[config.mk]
export PLATFORM = sky130hd
export DESIGN_NAME = seven_segment_number_display_core_flat
export DESIGN_NICKNAME = d
export VERILOG_FILES = /design/src/sv/ssnd_pkg.sv /design/src/sv/ssnd_in_if.sv /design/src/sv/ssnd_out_if.sv /design/src/sv/ssnd_convert.sv /design/src/sv/seven_segment_number_display_core.sv /design/src/flat_wrapper.sv
export VERILOG_INCLUDE_DIRS = /design/src /design/src/sv
export SDC_FILE = /design/constraint.sdc
export NUM_CORES = 2
export LEC_CHECK = 0
export BUFFER_PORTS_ARGS = -buffer_cell sky130_fd_sc_hd__buf_2
export CORE_ASPECT_RATIO = 1.25
export CORE_MARGIN = 1
export CORE_UTILIZATION = 45
export CTS_BUF_LIST = sky130_fd_sc_hd__clkbuf_8 sky130_fd_sc_hd__clkbuf_16
export DETAILED_ROUTE_END_ITERATION = 8
export SYNTH_ARGS = -nofsm -noshare
export SYNTH_HDL_FRONTEND = slang
export SYNTH_SLANG_ARGS = --single-unit
export TNS_END_PERCENT = 100
[constraint.sdc]
create_clock -name clk -period 7.59 [get_ports clk]
set_input_delay 1.1385 -clock clk [delete_from_list [all_inputs] [get_ports clk]]
set_output_delay 1.1385 -clock clk [all_outputs]
set_load 0.1 [all_outputs]
[src/sv/seven_segment_number_display_core_macros.svh]
// ----------------------------------------------------------------------------
// seven segment display core assertion macros
// shared concurrent assertion forms, clocked and reset-qualified
// ----------------------------------------------------------------------------
`ifndef SEVEN_SEGMENT_NUMBER_DISPLAY_CORE_MACROS_SVH
`define SEVEN_SEGMENT_NUMBER_DISPLAY_CORE_MACROS_SVH

// consequent must hold in the same cycle as the antecedent
`define SSND_ASSERT_NOW(label, clk, rst_n, ante, cons, msg) \
    label: assert property (@(posedge clk) disable iff (!rst_n) (ante) |-> (cons)) \
        else $error(msg);

// consequent must hold in the cycle after the antecedent
`define SSND_ASSERT_NEXT(label, clk, rst_n, ante, cons, msg) \
    label: assert property (@(posedge clk) disable iff (!rst_n) (ante) |=> (cons)) \
        else $error(msg);

`endif

[src/sv/ssnd_pkg.sv]
// ----------------------------------------------------------------------------
// ssnd_pkg
// types, constants and segment table of the seven segment display core
// ----------------------------------------------------------------------------
`default_nettype none

package ssnd_pkg;

    localparam int DIGIT_COUNT = 4;
    localparam int SCAN_W      = $clog2(DIGIT_COUNT);
    localparam int VALUE_W     = 32;
    localparam int SEG_W       = 8;

    // magnitude of an in-range value fits 24 bits (at most 9999000)
    localparam int MAG_W       = 24;
    localparam int RECIP_W     = MAG_W + 1;
    localparam int PROD_W      = MAG_W + RECIP_W;

    // decimal places of the magnitude, thousandths up to thousands
    localparam int PLACE_COUNT = 7;
    localparam int UNITS_PLACE = 3;

    localparam logic signed [VALUE_W-1:0] SAT_HI_LIMIT = 32'sd9999000;
    localparam logic signed [VALUE_W-1:0] SAT_LO_LIMIT = -32'sd999000;

    localparam logic [SEG_W-1:0] PAT_POINT = 8'h80;
    localparam logic [SEG_W-1:0] PAT_MINUS = 8'h40;
    localparam logic [SEG_W-1:0] PAT_BLANK = 8'h00;

    localparam logic [DIGIT_COUNT-1:0] SEL_NONE = '0;
    localparam logic [DIGIT_COUNT-1:0] SEL_LEFT = DIGIT_COUNT'(1) << (DIGIT_COUNT - 1);

    localparam logic FUNC_SCAN = 1'b1;

    typedef logic [3:0] bcd_t;

    localparam bcd_t MAX_DIGIT = 4'd9;

    // floor(n / 10^k) = (n * ceil(2^s / 10^k)) >> s for every n below 2^MAG_W,
    // with s = MAG_W + ceil(log2(10^k))
    localparam int DIV_SHIFT [1:PLACE_COUNT-1] = '{28, 31, 34, 38, 41, 44};

    localparam logic [RECIP_W-1:0] DIV_RECIP [1:PLACE_COUNT-1] = '{
        RECIP_W'(((64'd1 << 28) + 64'd9)      / 64'd10),
        RECIP_W'(((64'd1 << 31) + 64'd99)     / 64'd100),
        RECIP_W'(((64'd1 << 34) + 64'd999)    / 64'd1000),
        RECIP_W'(((64'd1 << 38) + 64'd9999)   / 64'd10000),
        RECIP_W'(((64'd1 << 41) + 64'd99999)  / 64'd100000),
        RECIP_W'(((64'd1 << 44) + 64'd999999) / 64'd1000000)
    };

    localparam logic [SEG_W-1:0] SEG_TABLE [10] = '{
        8'h3F, 8'h06, 8'h5B, 8'h4F, 8'h66, 8'h6D, 8'h7D, 8'h27, 8'h7F, 8'h6F
    };

    // position 0 is the leftmost digit
    typedef logic [DIGIT_COUNT-1:0][SEG_W-1:0] pattern_set_t;

    typedef struct packed {
        logic         scan;
        pattern_set_t patterns;
    } fmt_item_t;

    function automatic logic [SEG_W-1:0] seg_of_digit(input bcd_t d);
        logic [SEG_W-1:0] p;
        p = PAT_BLANK;
        if (d <= MAX_DIGIT)
        begin
            p = SEG_TABLE[d];
        end
        return p;
    endfunction

endpackage

`default_nettype wire

[src/sv/ssnd_in_if.sv]
// ----------------------------------------------------------------------------
// ssnd_in_if
// command channel: load a value or advance the scan
// ----------------------------------------------------------------------------
`default_nettype none

interface ssnd_in_if
    import ssnd_pkg::*;
();
    logic                      valid;
    logic                      ready;
    logic                      func;
    logic signed [VALUE_W-1:0] value_milli;

    modport source (output valid, output func, output value_milli, input ready);
    modport sink   (input valid, input func, input value_milli, output ready);
endinterface

`default_nettype wire

[src/sv/ssnd_out_if.sv]
// ----------------------------------------------------------------------------
// ssnd_out_if
// display channel: segment pattern and one-hot digit select
// ----------------------------------------------------------------------------
`default_nettype none

interface ssnd_out_if
    import ssnd_pkg::*;
();
    logic                   valid;
    logic                   ready;
    logic [SEG_W-1:0]       segments;
    logic [DIGIT_COUNT-1:0] digit_select;

    modport source (output valid, output segments, output digit_select, input ready);
    modport sink   (input valid, input segments, input digit_select, output ready);
endinterface

`default_nettype wire

[src/sv/ssnd_convert.sv]
// ----------------------------------------------------------------------------
// ssnd_convert
// three-stage pipeline turning a value in thousandths into digit patterns
// ----------------------------------------------------------------------------
`default_nettype none

module ssnd_convert
    import ssnd_pkg::*;
(
    input  wire logic  clk,
    input  wire logic  rst_n,
    ssnd_in_if.sink    cmd,
    input  wire logic  take,
    output fmt_item_t  item,
    output logic       item_valid
);

    // stage 0: input register
    logic                      s0_valid_reg, s0_valid_next;
    logic                      s0_func_reg;
    logic signed [VALUE_W-1:0] s0_value_reg;

    // stage 1: range flags and magnitude
    logic                      s1_valid_reg, s1_valid_next;
    logic                      s1_func_reg, s1_hi_reg, s1_lo_reg, s1_neg_reg;
    logic                      s1_hi_next, s1_lo_next;
    logic [MAG_W-1:0]          s1_mag_reg, s1_mag_next;
    logic [VALUE_W-1:0]        mag_full;

    // stage 2: low nibble of each decimal quotient
    logic                      s2_valid_reg, s2_valid_next;
    logic                      s2_func_reg, s2_hi_reg, s2_lo_reg, s2_neg_reg;
    bcd_t                      s2_nib_reg  [PLACE_COUNT];
    bcd_t                      s2_nib_next [PLACE_COUNT];
    logic [PROD_W-1:0]         quot_prod   [1:PLACE_COUNT-1];

    logic                      ready0, ready1, ready2;
    bcd_t                      digit [PLACE_COUNT];
    logic [1:0]                lead;

    assign ready2    = !s2_valid_reg || take;
    assign ready1    = !s1_valid_reg || ready2;
    assign ready0    = !s0_valid_reg || ready1;
    assign cmd.ready = ready0;

    assign s0_valid_next = ready0 ? cmd.valid    : s0_valid_reg;
    assign s1_valid_next = ready1 ? s0_valid_reg : s1_valid_reg;
    assign s2_valid_next = ready2 ? s1_valid_reg : s2_valid_reg;

    always_ff @(posedge clk or negedge rst_n)
    begin
        if (!rst_n)
        begin
            s0_valid_reg <= 1'b0;
            s1_valid_reg <= 1'b0;
            s2_valid_reg <= 1'b0;
        end
        else
        begin
            s0_valid_reg <= s0_valid_next;
            s1_valid_reg <= s1_valid_next;
            s2_valid_reg <= s2_valid_next;
        end
    end

    // range check and absolute value
    assign s1_hi_next  = s0_value_reg > SAT_HI_LIMIT;
    assign s1_lo_next  = s0_value_reg < SAT_LO_LIMIT;
    assign mag_full    = s0_value_reg[VALUE_W-1] ? VALUE_W'(-s0_value_reg)
                                                 : VALUE_W'(s0_value_reg);
    assign s1_mag_next = mag_full[MAG_W-1:0];

    // reciprocal multiplications, one per decimal place above the thousandths, side by side
    assign s2_nib_next[0] = s1_mag_reg[3:0];

    for (genvar k = 1; k < PLACE_COUNT; k++)
    begin : g_quot
        assign quot_prod[k]   = PROD_W'(s1_mag_reg) * PROD_W'(DIV_RECIP[k]);
        assign s2_nib_next[k] = quot_prod[k][DIV_SHIFT[k] +: 4];
    end

    always_ff @(posedge clk)
    begin
        if (cmd.valid && ready0)
        begin
            s0_func_reg  <= cmd.func;
            s0_value_reg <= cmd.value_milli;
        end
        if (s0_valid_reg && ready1)
        begin
            s1_func_reg <= s0_func_reg;
            s1_hi_reg   <= s1_hi_next;
            s1_lo_reg   <= s1_lo_next;
            s1_neg_reg  <= s0_value_reg[VALUE_W-1];
            s1_mag_reg  <= s1_mag_next;
        end
        if (s1_valid_reg && ready2)
        begin
            s2_func_reg <= s1_func_reg;
            s2_hi_reg   <= s1_hi_reg;
            s2_lo_reg   <= s1_lo_reg;
            s2_neg_reg  <= s1_neg_reg;
            s2_nib_reg  <= s2_nib_next;
        end
    end

    // digit = quotient - 10 * next quotient, exact in four bits
    always_comb
    begin
        for (int k = 0; k < PLACE_COUNT - 1; k++)
        begin
            digit[k] = 4'(s2_nib_reg[k] - 4'((s2_nib_reg[k+1] << 3) + (s2_nib_reg[k+1] << 1)));
        end
        digit[PLACE_COUNT-1] = s2_nib_reg[PLACE_COUNT-1];
    end

    // suppressed leading zeros, stopping at the units place
    always_comb
    begin
        if (s2_neg_reg)
        begin
            if (digit[5] != '0)
                lead = 2'd0;
            else if (digit[4] != '0)
                lead = 2'd1;
            else
                lead = 2'd2;
        end
        else
        begin
            if (digit[6] != '0)
                lead = 2'd0;
            else if (digit[5] != '0)
                lead = 2'd1;
            else if (digit[4] != '0)
                lead = 2'd2;
            else
                lead = 2'd3;
        end
    end

    // same window for both signs: place = 6 - lead - position
    always_comb
    begin
        logic [2:0] idx;
        idx = '0;
        for (int j = 0; j < DIGIT_COUNT; j++)
        begin
            idx = 3'(PLACE_COUNT - 1 - int'(lead) - j);
            item.patterns[j] = seg_of_digit(digit[idx])
                             | ((idx == 3'(UNITS_PLACE)) ? PAT_POINT : PAT_BLANK);
        end
        if (s2_neg_reg)
        begin
            item.patterns[0] = PAT_MINUS;
        end
        if (s2_hi_reg || s2_lo_reg)
        begin
            for (int j = 0; j < DIGIT_COUNT; j++)
            begin
                item.patterns[j] = seg_of_digit(MAX_DIGIT);
            end
            item.patterns[DIGIT_COUNT-1] = seg_of_digit(MAX_DIGIT) | PAT_POINT;
            if (s2_lo_reg)
            begin
                item.patterns[0] = PAT_MINUS;
            end
        end
        item.scan = (s2_func_reg == FUNC_SCAN);
    end

    assign item_valid = s2_valid_reg;

endmodule

`default_nettype wire

[src/sv/seven_segment_number_display_core.sv]
// ----------------------------------------------------------------------------
// seven_segment_number_display_core
// decimal formatter and scan driver for a four-digit multiplexed display
// ----------------------------------------------------------------------------
// Takes one command transaction per clock cycle while disp.ready allows
// and gives one display transaction back for each, in order. A load
// (func 0) formats value_milli, a signed count of thousandths, into four
// digit patterns and answers with a dark display word (segments 0,
// digit_select 0). A scan tick (func 1) answers with the pattern of the
// current digit and its one-hot select, leftmost first, then moves to
// the next digit. Throughput is one transaction per cycle on both sides
// while disp.ready is high; a command's result reaches the result
// register through the input register, a range and magnitude stage, a
// reciprocal-multiply stage and the digit selection in front of the
// result register. Ticks pass through the same stages, so a tick always
// sees every load accepted before it. Values above 9999 show "9999." and
// values below -999 show "-999.". After reset the display is blank and
// the scan starts at the leftmost digit.
`default_nettype none

`include "seven_segment_number_display_core_macros.svh"

module seven_segment_number_display_core
    import ssnd_pkg::*;
(
    input  wire logic   clk,
    input  wire logic   rst_n,
    ssnd_in_if.sink     cmd,
    ssnd_out_if.source  disp
);

    fmt_item_t              item;
    logic                   item_valid;
    logic                   take;
    logic                   move;
    logic                   load_move;
    logic                   scan_move;

    // digit pattern store and scan pointer
    pattern_set_t           pattern_reg, pattern_next;
    logic [SCAN_W-1:0]      scan_pos_reg, scan_pos_next;

    // result register
    logic                   out_valid_reg, out_valid_next;
    logic [SEG_W-1:0]       segments_reg, segments_next;
    logic [DIGIT_COUNT-1:0] select_reg, select_next;

    // result register frees up when empty or when its transaction is taken
    assign take      = !out_valid_reg || disp.ready;
    assign move      = item_valid && take;
    assign load_move = move && !item.scan;
    assign scan_move = move && item.scan;

    ssnd_convert u_convert (
        .clk        (clk),
        .rst_n      (rst_n),
        .cmd        (cmd),
        .take       (take),
        .item       (item),
        .item_valid (item_valid)
    );

    // a load rewrites all four patterns, a tick only moves the pointer
    assign pattern_next  = load_move ? item.patterns : pattern_reg;
    assign scan_pos_next = scan_move ? SCAN_W'(scan_pos_reg + 1'b1) : scan_pos_reg;

    // ticks read the store before any later load can change it
    assign out_valid_next = take ? item_valid : out_valid_reg;
    assign segments_next  = item.scan ? pattern_reg[scan_pos_reg] : PAT_BLANK;
    assign select_next    = item.scan ? (SEL_LEFT >> scan_pos_reg) : SEL_NONE;

    always_ff @(posedge clk or negedge rst_n)
    begin
        if (!rst_n)
        begin
            pattern_reg   <= '0;
            scan_pos_reg  <= '0;
            out_valid_reg <= 1'b0;
        end
        else
        begin
            pattern_reg   <= pattern_next;
            scan_pos_reg  <= scan_pos_next;
            out_valid_reg <= out_valid_next;
        end
    end

    always_ff @(posedge clk)
    begin
        if (move)
        begin
            segments_reg <= segments_next;
            select_reg   <= select_next;
        end
    end

    assign disp.valid        = out_valid_reg;
    assign disp.segments     = segments_reg;
    assign disp.digit_select = select_reg;

    // at most one digit driven, and a dark word carries no segments
    `SSND_ASSERT_NOW(a_select_onehot0, clk, rst_n, disp.valid, $onehot0(disp.digit_select), "digit select has more than one bit set")
    `SSND_ASSERT_NOW(a_dark_word_blank, clk, rst_n, disp.valid && (disp.digit_select == SEL_NONE), disp.segments == PAT_BLANK, "dark display word carries segments")
    // scan pointer steps by one per tick transaction
    `SSND_ASSERT_NEXT(a_scan_advance, clk, rst_n, scan_move, scan_pos_reg == SCAN_W'($past(scan_pos_reg) + 1'b1), "scan pointer did not advance")
    // only a load transaction may change the stored patterns
    `SSND_ASSERT_NEXT(a_patterns_hold, clk, rst_n, !load_move, $stable(pattern_reg), "patterns changed without a load")

endmodule

`default_nettype wire
[src/flat_wrapper.sv]
// flat-port wrapper written by rule: the top's interface ports become plain ports
module seven_segment_number_display_core_flat import ssnd_pkg::*;
  (clk, rst_n, cmd_valid, cmd_func, cmd_value_milli, cmd_ready, disp_valid, disp_segments, disp_digit_select, disp_ready);
  ssnd_in_if cmd_i ();
  ssnd_out_if disp_i ();
  input  wire logic clk;
  input  wire logic rst_n;
  input wire logic [$bits(cmd_i.valid)-1:0] cmd_valid;
  input wire logic [$bits(cmd_i.func)-1:0] cmd_func;
  input wire logic [$bits(cmd_i.value_milli)-1:0] cmd_value_milli;
  output wire logic [$bits(cmd_i.ready)-1:0] cmd_ready;
  output wire logic [$bits(disp_i.valid)-1:0] disp_valid;
  output wire logic [$bits(disp_i.segments)-1:0] disp_segments;
  output wire logic [$bits(disp_i.digit_select)-1:0] disp_digit_select;
  input wire logic [$bits(disp_i.ready)-1:0] disp_ready;
  assign cmd_i.valid = cmd_valid;
  assign cmd_i.func = cmd_func;
  assign cmd_i.value_milli = cmd_value_milli;
  assign cmd_ready = cmd_i.ready;
  assign disp_valid = disp_i.valid;
  assign disp_segments = disp_i.segments;
  assign disp_digit_select = disp_i.digit_select;
  assign disp_i.ready = disp_ready;
  seven_segment_number_display_core u_core (.clk(clk), .rst_n(rst_n), .cmd(cmd_i), .disp(disp_i));
endmodule
* Word level (Yosys, flattened, before mapping)
Memory sizes are Yosys's and may differ from the RTL's. Index checks and enable logic that the tools add are counted. W data, S select, Z words.
Storage, ports and cells: register bits after elaboration 143, ROM bits 512, input port bits 37, output and inout port bits 14, memories 4
Memory list:
- (name not given) | words 16, width 8, rd ports 1, clocked after Yosys merged registers in 0, wr ports 0, RTL line ssnd_pkg.sv:69 | p = SEG_TABLE[d];
- (name not given) | words 16, width 8, rd ports 1, clocked after Yosys merged registers in 0, wr ports 0, RTL line ssnd_pkg.sv:69
- (name not given) | words 16, width 8, rd ports 1, clocked after Yosys merged registers in 0, wr ports 0, RTL line ssnd_pkg.sv:69
- (name not given) | words 16, width 8, rd ports 1, clocked after Yosys merged registers in 0, wr ports 0, RTL line ssnd_pkg.sv:69
Cells by class: $add $sub $neg 18, multiply operators 6, magnitude comparators 15, equality and inequality tests 4, shift operators 1, multiplexer cells 40, bitwise logic cells 12, reduce and logical (&&, ||, !) cells 19
Operator list (count):
- $mux W8 | 18
- $bmux W4 S3 | 4
- $mul A24 B25 Y48 const B | 1
- $mul A24 B25 Y45 const B | 1
- $mul A24 B25 Y42 const B | 1
- $mul A24 B24 Y37 const B | 1
- $mul A24 B25 Y35 const B | 1
- $gt A32 B25 Y1 const B | 1
- $lt A32 B21 Y1 const B | 1
- $mux W32 | 1
- $mux W4 | 8
- $or A8 B8 Y8 | 4
- $mul A24 B24 Y31 const B | 1
- $add A4 B4 Y4 | 6
- $mux W24 | 1
- $neg A24 Y24 | 1
- $sub A4 B4 Y4 | 6
- $ge A5 B5 Y1 const B | 4
- $not A4 Y5 | 4
- $bmux W8 S2 | 1
- $ge A4 B4 Y1 const B | 4
- $le A4 B4 Y1 const B | 4
- $not A3 Y4 | 4
- $eq A3 B2 Y1 const B | 4
- 13 further kinds | 33

* Longest topological paths before layout
depth in word-level cells 20, mapped depth 25, gate-level depth less buffers 23

* Cells and area by module
Synthesis repeated with hierarchy kept, for this count alone.
Second synthesis, totals: cells, all modules 4845, area, all modules 51692.1 sq um
By module, submodules not included:
- ssnd_convert | times used 1, cells an instance 4729, area each 49700.2 sq um, sequential area each 2867.8 sq um
- seven_segment_number_display_core | times used 1, cells an instance 116, area each 1991.9 sq um, sequential area each 1236.2 sq um

* Least setup slack after synthesis
No wires, ideal clock.
kind reg2reg, start point register u_core.u_convert.s1_mag_reg[4], end point register u_core.u_convert.s2_nib_reg[11] (netlist bit) (data pin), setup time 0.260 ns, arrival time 7.224 ns, path slack 0.106 ns, cell stages (with the launch flop) 22, buffers on the path 0, path through edfxtp_1 inv_1 ha_1 inv_1 fa_1 fa_1 fa_1 fa_1 fa_1 inv_1 fa_1 inv_1 ha_1 nand4_1 nor2_1 a211o_1 a21o_1 a221o_1 a31o_2 a211oi_1 o21ai_0 xnor2_1
RTL lines:
- from (decl) | RTL line ssnd_convert.sv:27 | logic [MAG_W-1:0] s1_mag_reg, s1_mag_next;
- from (signal assigned) | RTL line ssnd_convert.sv:95 | s1_mag_reg <= s1_mag_next;
- to (signal assigned) | RTL line ssnd_convert.sv:103 | s2_nib_reg <= s2_nib_next;
- to (decl) | RTL line ssnd_convert.sv:33 | bcd_t s2_nib_reg [PLACE_COUNT];

==> metrics.txt <==
die area=115000 µm²; Startpoint Class=register; fin crit share=0.9697; top fanout value on the critical path=6; Synth area leader=fa_1; clock slew at reported path FFs=~0.090 ns; # DRC=0; Synth area leaders=fa_1 44%, ha_1 25%, inv_1 12%, edfxtp_1 6.2%, dfrtp_1 1.9%; num ports=a little over 50; most common cell after layout, fill and taps aside=inv_1; post-DR vias/cell=~5.4; CP Capture Type=register; async set-reset flop share out of synthesis=0.2657; Antenna Violating Nets Remaining=0; initial antenna violation count=9; H-tree depth=4; commonest cells after routing, fill and taps aside=1613 x inv_1, 1116 x fa_1, 1020 x ha_1, 215 x buf_4, 105 x edfxtp_1; r2r setup slk=~0.23 ns; Final Instance Count excl. Fillers=around 6500; Synth Register Bits=143; CP max stage cell=fa_1; sequential share of the synthesized area=0.08022; CTS sink count=143; post-route cell area=55370 µm²; WP buf/inv=4; r2r startpoint=u_core.u_convert.s1_mag_reg[7]; Hold EP=u_core.u_convert.s2_neg_reg; Top FF cell, synth=edfxtp_1; status=finished clean; Final GP Congestion=between 1 and 1.5; Mapped Area=~51000 µm²; clock buffer depth=2; Distinct cells, synth=a little over 80; CP arrival=between 7 and 8 ns; # setup viols final=0; critical path depth=19; DP Area=between 50000 and 60000 µm²; Mapped Cells=4764; syn_nets=about 6900; kind of cell adding the most delay to the critical path=adder cells; yosys warns=0; crit-path most repeated cell=fa_1; skew final=between 0.015 and 0.02 ns; actual slew at the worst max-slew pin=about 1.3 ns; Fin. Hold Viols=0; Worst path max stage delay=~0.65 ns; initial DRC count=about 2300; Synth Area per Inst=around 11 µm²; GRT Overall Usage=0.3435; number of global-route vias before repair=38378; Post-synth EDFFs=between 100 and 150; Final min period=~7.4 ns; FMAX=135.9 MHz; Worst R2R End=u_core.u_convert.s2_nib_reg[7]; worst hold-check slack=~0.41 ns; Starting Density=0.4564; Setup TNS=0 ns; Vias=~35000; cts bufs inserted=17; CTS tree=yes; core area=around 110000 µm²; nets=7196; IO buf count=50; crit path cell chain=ha_1, inv_1, fa_1, inv_1, fa_1, inv_1, fa_1, fa_1, fa_1, inv_1, fa_1, ha_1, o2111ai_1, a31oi_1, o2111ai_1, a31o_2, a311oi_1, a21oi_1, xnor2_1; CP Class=register to register; worst endpoint required time=around 7.9 ns; post-synth top area share=0.4371; HP Class=register to register; largest net degree at the start of global routing=39; Max Cap Violations=0; Max Slew Vio Count=0; area growth from synthesis to layout=8.222%; final wirelength=roughly 190 mm; total grt overflow=0; router iterations before antenna repair=8; share of cells above drive strength 1=0.07034; Die H=379.0 µm; DR WL/cell=~29 µm; Rel. slew slack=0.1610; row cnt=between 100 and 150; root buffer cell=clkbuf_16; global-route wire length before repair=approximately 270 mm; die width=303.6 µm; R2R cell count=19; Worst Hold Depth=0; worst skew pair latency=approximately 0.51 ns; Worst Min Path Start=u_core.u_convert.s1_neg_reg; dpl cells=approximately 6500; RSZ-0062 raised after global routing=no; detailed placer's ending HPWL=roughly 170 mm
==> worst max-delay path by stage <==
| stage | start | to | slack, ns |
|---|---|---|---|
| after floorplan | u_core.u_convert.s1_mag_reg[4] | u_core.u_convert.s2_nib_reg[11] | 0.11 |
| after global placement | u_core.u_convert.s1_mag_reg[4] | u_core.u_convert.s2_nib_reg[6] | 0.08 |
| after detailed placement | u_core.u_convert.s1_mag_reg[4] | u_core.u_convert.s2_nib_reg[6] | 0.08 |
| after CTS | u_core.u_convert.s1_mag_reg[4] | u_core.u_convert.s2_nib_reg[6] | 0.04 |
| after global routing | u_core.u_convert.s1_mag_reg[3] | u_core.u_convert.s2_nib_reg[7] | 0.05 |
| final | u_core.u_convert.s1_mag_reg[7] | u_core.u_convert.s2_nib_reg[7] | 0.23 |
==> synth_stat cells, types with 7 or more instances <==
cell type,instances
edfxtp_1,105
dfrtp_1,38
xnor2_1,101
mux2i_1,9
clkbuf_1,19
fa_1,1117
or2_2,17
nor2_1,85
nand2b_1,15
inv_1,1613
a211oi_1,14
and3_1,10
a31oi_1,14
a41o_1,7
o211ai_1,12
o21ai_0,58
o31ai_1,11
mux4_2,11
a21oi_1,73
ha_1,1022
nor2b_1,9
nand4_1,23
a22o_1,9
and2_1,8
a21o_1,61
nand3_1,27
nor4_1,7
nor3_1,19
xor2_1,26
o21a_1,15
nand2_1,82
a221o_1,12
==> area by class of cell <==
type	count	area, µm²
well taps	1459	1826
multi-input cells	2978	40890
repair buffers	266	1884
inverters	1614	6058
diodes	5	12.51
flip-flops and latches	143	4104
clock inverters	15	167.7
fillers	10506	56740
clock buffers	17	425.4
==> metrics by stage <==
stage	setup slack, ns	util
after floorplan	0.1064	-
after global placement	0.08142	0.4884
after detailed placement	0.07782	0.4884
after CTS	0.03610	0.4936
after global routing	0.05368	0.4938
final	0.2303	0.4939
==> kinds of logic after synthesis <==
| logic type | share of synthesized area |
|---|---|
| flops | 0.08022 |
| buf+inv | 0.1210 |
| fa+ha+maj | 0.6870 |
| mux | 0.008731 |
| xor+xnor | 0.02355 |
| compound gates | 0.04899 |
| simple gates | 0.03050 |
==> metal layers <==
layer  vias to the layer above  global-route usage  part of all wire
met5                         -                   0           0.00014
met4                         4              0.2681              0.10
met3                       560             0.05082             0.056
met2                      1297              0.5668              0.48
met1                     17896              0.4000              0.37
li1                      15076                   -                 -
==> repair_timing <==
item                                    CTS  global route
endpoints found under the setup margin    0             8
hold buffers                              0             0
resized for setup                         0             5
buffers inserted                          0             0
Power is not shown: default switching activity piles up to over one toggle a cycle in this logic, so the estimate is an artifact.
